**src/hdl/srxl_pkg.sv**
```systemverilog
`default_nettype none
// ----------------------------------------------------------------------------
// srxl_pkg
// Types, constants and the CRC16 step shared by the frame receiver modules.
// ----------------------------------------------------------------------------
package srxl_pkg;

    localparam logic [7:0]  SYNC_12          = 8'hA1;
    localparam logic [7:0]  SYNC_16          = 8'hA2;
    localparam logic [15:0] CRC_POLY         = 16'h1021;
    localparam logic [16:0] IDLE_MAX         = 17'h1FFFF;
    localparam logic [4:0]  CHAN_12          = 5'd12;
    localparam logic [4:0]  CHAN_16          = 5'd16;
    localparam logic [15:0] GAP_LIMIT_RESET  = 16'd4000;
    localparam logic [11:0] CONV_MUL         = 12'd2735;
    localparam logic [15:0] CONV_OFFSET      = 16'd6400;
    // Reciprocal of 1000 scaled by 2^38, rounded up; exact for 28-bit dividends.
    localparam logic [28:0] RECIP_1000       = 29'd274877907;
    localparam int          RECIP_SHIFT      = 38;
    localparam logic        FUNC_BYTE        = 1'b0;
    localparam logic        FUNC_TICK        = 1'b1;
    localparam logic        REG_GAP_LIMIT    = 1'b0;

    typedef struct packed {
        logic       accept;
        logic       issue;
        logic       issue_err;
        logic       issue_last;
        logic [3:0] issue_idx;
    } t_ctrl_cmd;

    typedef struct packed {
        logic       frame_close;
        logic       crc_match;
        logic [4:0] used_count;
        logic       pipe_advance;
    } t_dp_status;

    function automatic logic [15:0] crc_update(input logic [15:0] crc_in,
                                               input logic [7:0]  data);
        logic [15:0] crc;
        crc = crc_in ^ {data, 8'h00};
        for (int i = 0; i < 8; i++) begin
            if (crc[15]) begin
                crc = {crc[14:0], 1'b0} ^ CRC_POLY;
            end else begin
                crc = {crc[14:0], 1'b0};
            end
        end
        return crc;
    endfunction

endpackage
`default_nettype wire

```
**src/hdl/srxl_ctrl.sv**
```systemverilog
`default_nettype none
// ----------------------------------------------------------------------------
// srxl_ctrl
// Controller that gates input transfers and issues one result per channel,
// or a single error result, after a frame closes.
// ----------------------------------------------------------------------------
module srxl_ctrl (
    input  wire logic                i_clk,
    input  wire logic                i_rst_n,
    input  wire logic                i_in_valid,
    output logic                     o_in_ready,
    input  wire srxl_pkg::t_dp_status i_status,
    output srxl_pkg::t_ctrl_cmd      o_cmd
);

    typedef enum logic {
        ST_IDLE,
        ST_EMIT
    } t_state;

    t_state     r_state;
    logic [3:0] r_idx;
    logic [3:0] r_last_idx;
    logic       r_err;
    logic       w_accept;
    logic       w_issue;
    logic       w_last;

    assign o_in_ready = (r_state == ST_IDLE);
    assign w_accept   = i_in_valid && o_in_ready;
    assign w_issue    = (r_state == ST_EMIT) && i_status.pipe_advance;
    assign w_last     = r_err || (r_idx == r_last_idx);

    always_comb begin
        o_cmd.accept     = w_accept;
        o_cmd.issue      = w_issue;
        o_cmd.issue_err  = r_err;
        o_cmd.issue_last = w_last;
        o_cmd.issue_idx  = r_err ? 4'd0 : r_idx;
    end

    always_ff @(posedge i_clk) begin
        if (!i_rst_n) begin
            r_state    <= ST_IDLE;
            r_idx      <= '0;
            r_last_idx <= '0;
            r_err      <= 1'b0;
        end else begin
            unique case (r_state)
                ST_IDLE: begin
                    if (w_accept && i_status.frame_close) begin
                        r_state    <= ST_EMIT;
                        r_idx      <= '0;
                        r_err      <= !i_status.crc_match;
                        r_last_idx <= 4'(i_status.used_count - 5'd1);
                    end
                end
                ST_EMIT: begin
                    if (w_issue) begin
                        if (w_last) begin
                            r_state <= ST_IDLE;
                        end else begin
                            r_idx <= r_idx + 4'd1;
                        end
                    end
                end
                default: begin
                    r_state <= ST_IDLE;
                end
            endcase
        end
    end

endmodule
`default_nettype wire

```
**config.mk**
```make
export PLATFORM = sky130hd
export DESIGN_NAME = srxl_ctrl
export DESIGN_NICKNAME = d
export VERILOG_FILES = /design/src/hdl/srxl_pkg.sv /design/src/hdl/srxl_ctrl.sv
export SDC_FILE = /design/constraint.sdc
export NUM_CORES = 1
export LEC_CHECK = 0
export BUFFER_PORTS_ARGS = -buffer_cell sky130_fd_sc_hd__buf_2
export CAP_MARGIN = 20
export CORE_AREA = 2 2 39 41
export CTS_BUF_LIST = sky130_fd_sc_hd__clkbuf_8
export CTS_CLUSTER_SIZE = 25
export DETAILED_ROUTE_END_ITERATION = 8
export DIE_AREA = 0 0 41 43
export GPL_ROUTABILITY_DRIVEN = 0
export PLACE_DENSITY = 0.84
export SLEW_MARGIN = 40
export SYNTH_ARGS = -nofsm -noshare
export SYNTH_HDL_FRONTEND = slang
export SYNTH_SLANG_ARGS = --single-unit
export TNS_END_PERCENT = 100
```
**constraint.sdc**
```tcl
create_clock -name i_clk -period 1.9 [get_ports i_clk]
set_clock_uncertainty 0.2 [all_clocks]
set_input_delay 0.19 -clock i_clk [delete_from_list [all_inputs] [get_ports i_clk]]
set_output_delay 0.19 -clock i_clk [all_outputs]
set_load 0.01 [all_outputs]
```
# ---- After elaboration in Yosys (flattened, before gate mapping)
# Cells that the tools add are included.
dict set report word_totals {
  wordCells 27
  output_inout_bits 9
  ff_bits 10
  in_bits 11
}
dict set report op_classes {
  n_mux 9
  n_addsub 2
  bitwise_logic 1
  n_reduce_logical 7
  n_eq_ne 4
}
# operator count
set op_table {}
lappend op_table {{$mux W4} 4}
lappend op_table {{$pmux W4 S2} 1}
lappend op_table {{$add A4 B1 Y4 const B} 1}
lappend op_table {{$eq A4 B4 Y1} 1}
lappend op_table {{$ne A2 B1 Y1 const B} 2}
lappend op_table {{$sub A4 B1 Y4 const B} 1}
lappend op_table {{$logic_and A1 B1 Y1} 3}
lappend op_table {{$mux W1} 3}
lappend op_table {{$reduce_and A3 Y1} 1}
lappend op_table {{$ne A2 B2 Y1 const B} 1}
lappend op_table {{$pmux W1 S2} 1}
lappend op_table {{$reduce_and A2 Y1} 1}
lappend op_table {{$logic_not A1 Y1} 1}
lappend op_table {{$logic_or A1 B1 Y1} 1}
lappend op_table {{$not A1 Y1} 1}

# ---- Depth between registers and ports, before layout
# Gate-level depths: netlist (run 1).
dict set report depth {
  ltp_word 5
  depth_mapped 5
}

# ---- Least setup slack after synthesis (run 1)
# Ideal clock, no wire load.
dict set report synth_timing {
  path_kind {register to register}
  start {reg r_idx[0]}
  end {reg r_idx[0]}
  path_stages_with_launch 5
  n_path_buf 0
  period_less_slack_ns 1.478
  arrival_time_ns 1.222
  path_slack_ns 0.422
  cell_sequence {dfxtp_1 xnor2_1 a41oi_2 or2_4 a2bb2o_4}
}
dict set report synth_between {
  elab_chain_len 4
  elab_cells_between_ends 8
  classes_between {add/sub (1); eq/ne (2); mux (3); reduce/logical (2)}
}
# element line
set synth_lines {}
lappend synth_lines {{start: declaration} srxl_ctrl.sv:22} ;# logic [3:0] r_idx;
lappend synth_lines {{start signal: assignment} srxl_ctrl.sv:63} ;# r_idx <= r_idx + 4'd1;
lappend synth_lines {{$add A4 B1 Y4 or $eq A4 B4 Y1 (tied branches)} {srxl_ctrl.sv:63, srxl_ctrl.sv:32}}
lappend synth_lines {{$mux W4 or $logic_or A1 B1 Y1 (tied branches)} {srxl_ctrl.sv:60, srxl_ctrl.sv:32}}
lappend synth_lines {{$mux W4 or $ne A2 B2 Y1 (tied branches)} -}
lappend synth_lines {{$pmux W4 S2 or $reduce_and A3 Y1 (tied branches)} -}
# Several ways; a longest one is shown, not always the timed one. The select of a mux whose other input is x is not followed.
# A chain may end at the register's enable or synchronous reset.

# ---- Worst setup path after layout (run 1)
# Same ends and word-level chain as after synthesis.

==> results.json, run 1 <==
{
  "rsz0062_at_grt": "false",
  "drt_pass1_iterations": 3,
  "ios": 20,
  "max_freq_ghz": 0.605,
  "hold_ws_ns": 0.0303,
  "min_period_ns": 1.65,
  "p_seq_share_pct": 38.6,
  "synth_edf_count": 0,
  "cp_max_fo": 6,
  "period_share_pct": 87.0,
  "cts_root_buffer": "clkbuf_8",
  "drt-initial-drc-count": 7,
  "antenna_found_initial": 0,
  "gr-usage-met2_pct": 31.3,
  "die_y_um": 43,
  "ir_drop_v": 0.000423,
  "p_total_mw": 0.594,
  "synth_cell_types": 27,
  "grt_pass1_vias": 511,
  "worstSetupStartpointType": "register",
  "p_switching_mw": 0.146,
  "grt_overflow_total": 0,
  "path_clk_slew_ns": 0.05,
  "clk-insertion-delay-late_ns": 0.24,
  "switching_share_pct": 24.6,
  "worstPathRequired_ns": 1.89,
  "use_met3_pct": 6.81,
  "critical_path_class": "register to register",
  "portBuffers": 18,
  "grt_max_degree": 17,
  "cts_resized": 0,
  "wire_per_inst_um": 12.7,
  "max-clock-path-buffers": 2,
  "hpwl_mm": 1.00,
  "power.leakage_nw": 0.363,
  "htreeDepth": 1,
  "drv_cap": 0,
  "vias": 527,
  "grt.busiest_layer": "met2",
  "setup_viol": 0,
  "power_frac_clock_pct": 46.0,
  "cts.sinks": 10,
  "grtUsageMet1_pct": 18.9,
  "hold_path.class": "primary input to register",
  "slew_headroom_pct": 73.8,
  "cts_setup_buffers": 0,
  "hold_buffers": 0,
  "drive_gt1_share_pct": 30.6,
  "core_um2": 1380,
  "dieArea_um2": 1760,
  "worst_slew_pin_slew_ns": 0.393,
  "diodes": 0,
  "yosysTopAreaCell": "dfxtp_1",
  "postRouteAntennaNets": 0,
  "synth_area_um2": 607,
  "power.internal_mw": 0.448,
  "fin_tns_setup_ns": 0,
  "ys_seq_elements": 10,
  "die_w_um": 41,
  "ys_top_cells_by_area": "dfxtp_1, xnor2_1, o211a_1, nand2_1, nor2b_1",
  "synth_commonest_cells": "dfxtp_1, nand2_1, xnor2_1",
  "via_per_inst": 5.22,
  "grt_pass1_wl_mm": 2.15,
  "ys_seq_area_share_pct": 33.0,
  "nets": 99,
  "critPathArrivalTime_ns": 1.64,
  "initial_utilization_pct": 43.9,
  "ys_warn_count": 0,
  "grt_use_total_pct": 18.4,
  "syn_inst": 68,
  "ys_async_sr_fraction_pct": 0,
  "power.share.combinational_pct": 15.3,
  "synth_top_area_share_pct": 33.0,
  "p_per_area_nw_per_um2": 802,
  "remaining_drc_errors": 0,
  "utilization_pct": 53.5,
  "cts_buffers": 3,
  "finalMaxSlewViolations": 0,
  "hold_viol_final": 0,
  "critPathCaptureType": "register",
  "syn_avg_cell_area_um2": 8.92,
  "status": "finished, final reports clean",
  "fp-row-count": 14,
  "cts_tree": "built",
  "area_delta_synth_final_pct": 22.1,
  "synth-main-ff-cell": "dfxtp_1",
  "routed_wl_mm": 1.28,
  "syn_nets": 81
}
## cell type report
class                      count  area, um2
sequential                    10        200
inverter                       4       15.0
fill                         138        643
tap                           16       20.0
timing repair buffer          19       97.6
clock buffer                   4       55.1
multi-input combinational     48        353
## stage by stage
step / cells / setup WS [ns] / cell area (um2)
after detailed placement: 97 / 0.245 / 686
after CTS: 101 / 0.233 / 741
after floorplan: 68 / 0.422 / 607
final: 101 / 0.246 / 741
after global placement: 97 / 0.316 / 686
after global routing: 101 / 0.0936 / 741
## layer usage
layer  up-vias  routed length [um]
met5         -                   0
met4         0                  36
met3         4                  72
met2        15                 651
met1       238                 521
li1        270                   -
## cells in the final DEF (no fill, tap or decap)
cell | netlist | final
nor3b_1 | 1 | 1
buf_4 | 4 | 1
nor4b_1 | 1 | 1
nand3_1 | 1 | 1
a41o_1 | 1 | 1
nand4_1 | 2 | 2
nand3b_1 | 1 | 1
a41oi_1 | 1 | 1
buf_2 | 1 | 18
ha_1 | 2 | 2
o211ai_1 | 1 | 1
nor2_1 | 1 | 1
a41oi_2 | 1 | 1
clkbuf_8 | 0 | 4
a21oi_1 | 1 | 1
o21ai_0 | 2 | 2
and2_1 | 2 | 2
or2_4 | 1 | 1
a2bb2o_4 | 1 | 1
o21a_1 | 1 | 1
nand2_1 | 10 | 10
inv_1 | 4 | 4
nor2b_1 | 5 | 5
o211a_1 | 5 | 5
xnor2_1 | 6 | 6
nor3_1 | 1 | 1
dfxtp_1 | 10 | 10
## sequential cells by signal (all words and copies together) (netlist names)
register / cells
r_idx: 4
r_last_idx: 4
r_err: 1
r_state: 1
## power by group through the flow
stage                     Clock (mW)  Sequential, mW  Combinational (mW)
after floorplan                    0           0.233              0.0690
after global placement             0           0.233              0.0870
after detailed placement           0           0.234              0.0918
after CTS                      0.275           0.229              0.0920
after global routing           0.289           0.230               0.100
final                          0.273           0.229              0.0910
## critical path, cell delays in order (launching register included)
cell	delay, ns
dfxtp_1	0.36
xnor2_1	0.26
a41oi_2	0.26
or2_4	0.32
a2bb2o_4	0.21
## worst paths after layout
path | slack, ns | to | from | cells past startpoint
max | 0.25 | r_idx[0] | r_idx[0] | 4
min | 0.03 | r_err | i_status[6] | 3
max reg2reg | 0.25 | r_idx[0] | r_idx[0] | 4
min reg2reg | 0.31 | r_idx[2] | r_idx[2] | 2
## cell families (layout without fill, tap and decap cells)
group / Yosys count / after routing / share of synthesized area (%)
and+or+nand+nor: 26 / 26 / 23.1
adders and majority gates: 2 / 2 / 4.12
DFF: 10 / 10 / 33.0
xor gates and xnor gates: 6 / 6 / 8.66
AOI/OAI and AO/OA: 14 / 14 / 22.3
buffers and inverters: 10 / 27 / 8.86
Note: power is estimated with default switching activity, not from simulation.
==> inputs of run 2 (changes only) <==
CELL_PAD_IN_SITES_DETAIL_PLACEMENT = 0   (was unset)
CELL_PAD_IN_SITES_GLOBAL_PLACEMENT = 1   (was unset)
CORE_AREA = unset   (was 2 2 39 41)
CORE_MARGIN = 2   (was unset)
CORE_UTILIZATION = 33   (was unset)
CTS_BUF_LIST = sky130_fd_sc_hd__clkbuf_4   (was sky130_fd_sc_hd__clkbuf_8)
DIE_AREA = unset   (was 0 0 41 43)
PLACE_DENSITY = 0.86   (was 0.84)
clock period = 1.35 ns   (was 1.9 ns; I/O delays follow)
==> run 2 against run 1 <==
The flow now finishes with violations (setup timing). Core utilization increased by 1.4 points. Total power grew 20%. Clock power shrank 19%. Combinational power increased by 81%.
==> results.json, run 2 (same netlist as run 1, synthesis figures left out) <==
{
  "status": "finished, violations left",
  "violations": "setup timing",
  "grt_use_total_pct": 16.4,
  "critical_path_class": "register to output pin",
  "wl_met1_um": 595,
  "grt_pass1_wl_mm": 2.43,
  "crit_start": "r_idx[2]",
  "critPathArrivalTime_ns": 1.16,
  "setup_viol": 6,
  "worstSetupStartpointType": "register",
  "dieArea_um2": 2200,
  "power_frac_clock_pct": 31.1,
  "area_delta_synth_final_pct": 56.3,
  "die_w_um": 46.9,
  "drt_pass1_iterations": 4,
  "drive_gt1_share_pct": 57.9,
  "initial_utilization_pct": 35.1,
  "cts_tree": "built",
  "p_switching_mw": 0.205,
  "clk-insertion-delay-late_ns": 0.27,
  "p_per_area_nw_per_um2": 751,
  "diodes": 0,
  "crit_path_max_incr_delay_ns": 0.36,
  "die_y_um": 46.9,
  "remaining_drc_errors": 0,
  "ir_drop_v": 0.000445,
  "worst_slack_ns": -0.145,
  "power.leakage_nw": 0.429,
  "max-clock-path-buffers": 2,
  "cpMaxStageDelayCell": "dfxtp_4",
  "cp_top_family": "flip-flops",
  "drt-initial-drc-count": 4,
  "worstPathRequired_ns": 1.01,
  "vias": 581,
  "hp-start": "i_status[0]",
  "nets": 109,
  "cp_max_fo": 2,
  "rsz0062_at_grt": "true",
  "cts_root_buffer": "clkbuf_4",
  "via_per_inst": 4.84,
  "min_period_ns": 1.50,
  "critPathBufInv": 1,
  "ios": 20,
  "power.internal_mw": 0.507,
  "hpwl_mm": 1.07,
  "path_cells": "xnor2_2 > a41o_1 > buf_2",
  "fin_tns_setup_ns": -0.360,
  "power.share.combinational_pct": 23.2,
  "hold_ws_ns": 0.00298,
  "cts_buffers": 3,
  "postRouteAntennaNets": 0,
  "top_regs": "r_idx (4), r_last_idx (4)",
  "utilization_pct": 54.9,
  "portBuffers": 18,
  "hold_path.class": "primary input to register",
  "critPathCaptureType": "output pin",
  "p_total_mw": 0.712,
  "core_um2": 1730,
  "top_signal_layer_used": "met4",
  "htreeDepth": 1,
  "place_area_um2": 788,
  "wire_per_inst_um": 12.3,
  "grt_overflow_total": 0,
  "switching_share_pct": 28.8,
  "grt_max_degree": 17,
  "path_clk_slew_ns": 0.07,
  "p_seq_share_pct": 45.7,
  "finalMaxSlewViolations": 0,
  "worst_slew_pin_slew_ns": 0.290,
  "fp-row-count": 15,
  "period_share_pct": 111,
  "max_freq_ghz": 0.669,
  "routed_wl_mm": 1.48,
  "postLayoutCellArea_um2": 948,
  "grt_pass1_vias": 538,
  "wl_met3_um": 88,
  "hold_viol_final": 0,
  "final_common_cell": "buf_2",
  "drv_cap": 0,
  "cts.sinks": 10,
  "slew_headroom_pct": 80.7,
  "r2r-start": "r_idx[0]",
  "antenna_found_initial": 0,
  "dr_wl_met2_um": 792,
  "mostFrequentLayoutCells": "buf_2, nand2_1, buf_6, dfxtp_2, o211a_1"
}
run 2: cell types whose count changed in the layout (fill, tap and decap cells not counted), moves of 3 or more:
cell,before,now
dfxtp_2,0,7
clkbuf_8,4,0
clkbuf_4,0,3
buf_6,0,7
xnor2_1,6,2
xnor2_2,0,3
dfxtp_1,10,1
run 2: power by group through the flow:
stage	Combinational (mW)	Sequential (mW)	Clock (mW)
after floorplan	0.103	0.332	0
after global placement	0.140	0.332	0
after detailed placement	0.144	0.332	0
after CTS	0.154	0.325	0.228
after global routing	0.181	0.328	0.243
final	0.165	0.325	0.222
run 2: per-stage QoR:
stage | worst slack (ns) | std cells
5_1_grt | -0.201 | 120
4_1_cts | -0.147 | 119
3_5_place_dp | -0.107 | 113
6_report | -0.145 | 120
2_1_floorplan | -0.0889 | 68
3_3_place_gp | -0.0670 | 113
run 2: worst paths after layout:
path,slack [ns],cells past startpoint,to
min reg2reg,0.33,1,r_last_idx[2]
min,0.003,3,r_state
max,-0.15,3,o_cmd[4]
max reg2reg,-0.08,4,r_idx[3]
run 2: final cells by class:
| cell class | instances | area (um2) |
|---|---|---|
| flip-flops and latches | 10 | 216 |
| fillers | 163 | 778 |
| repair buffers | 29 | 206 |
| multi-input cells | 48 | 448 |
| clock buffers | 3 | 22.5 |
| clock inverters | 1 | 3.75 |
| well taps | 25 | 31.3 |
| inverters | 4 | 20.0 |
run 2: what timing repair did:
| action | 4_1_cts | 5_1_grt |
|---|---|---|
| hold buffers | 2 | 0 |
| pin swaps | 6 | 6 |
| endpoints found under the setup margin | 11 | 15 |
| hold endpoints to repair | 2 | 0 |
| buffers inserted | 0 | 3 |
| gates resized for setup | 9 | 20 |
run 2: routing by layer:
metal	vias up	track usage [%]
met5	-	0
met4	0	5.00
li1	291	-
met1	269	18.5
met2	19	27.1
met3	2	8.46
run 2: worst min-delay path, cell delays in order:
cell and delay, ns:
buf_2 0.09, a21oi_1 0.05, o21a_1 0.15
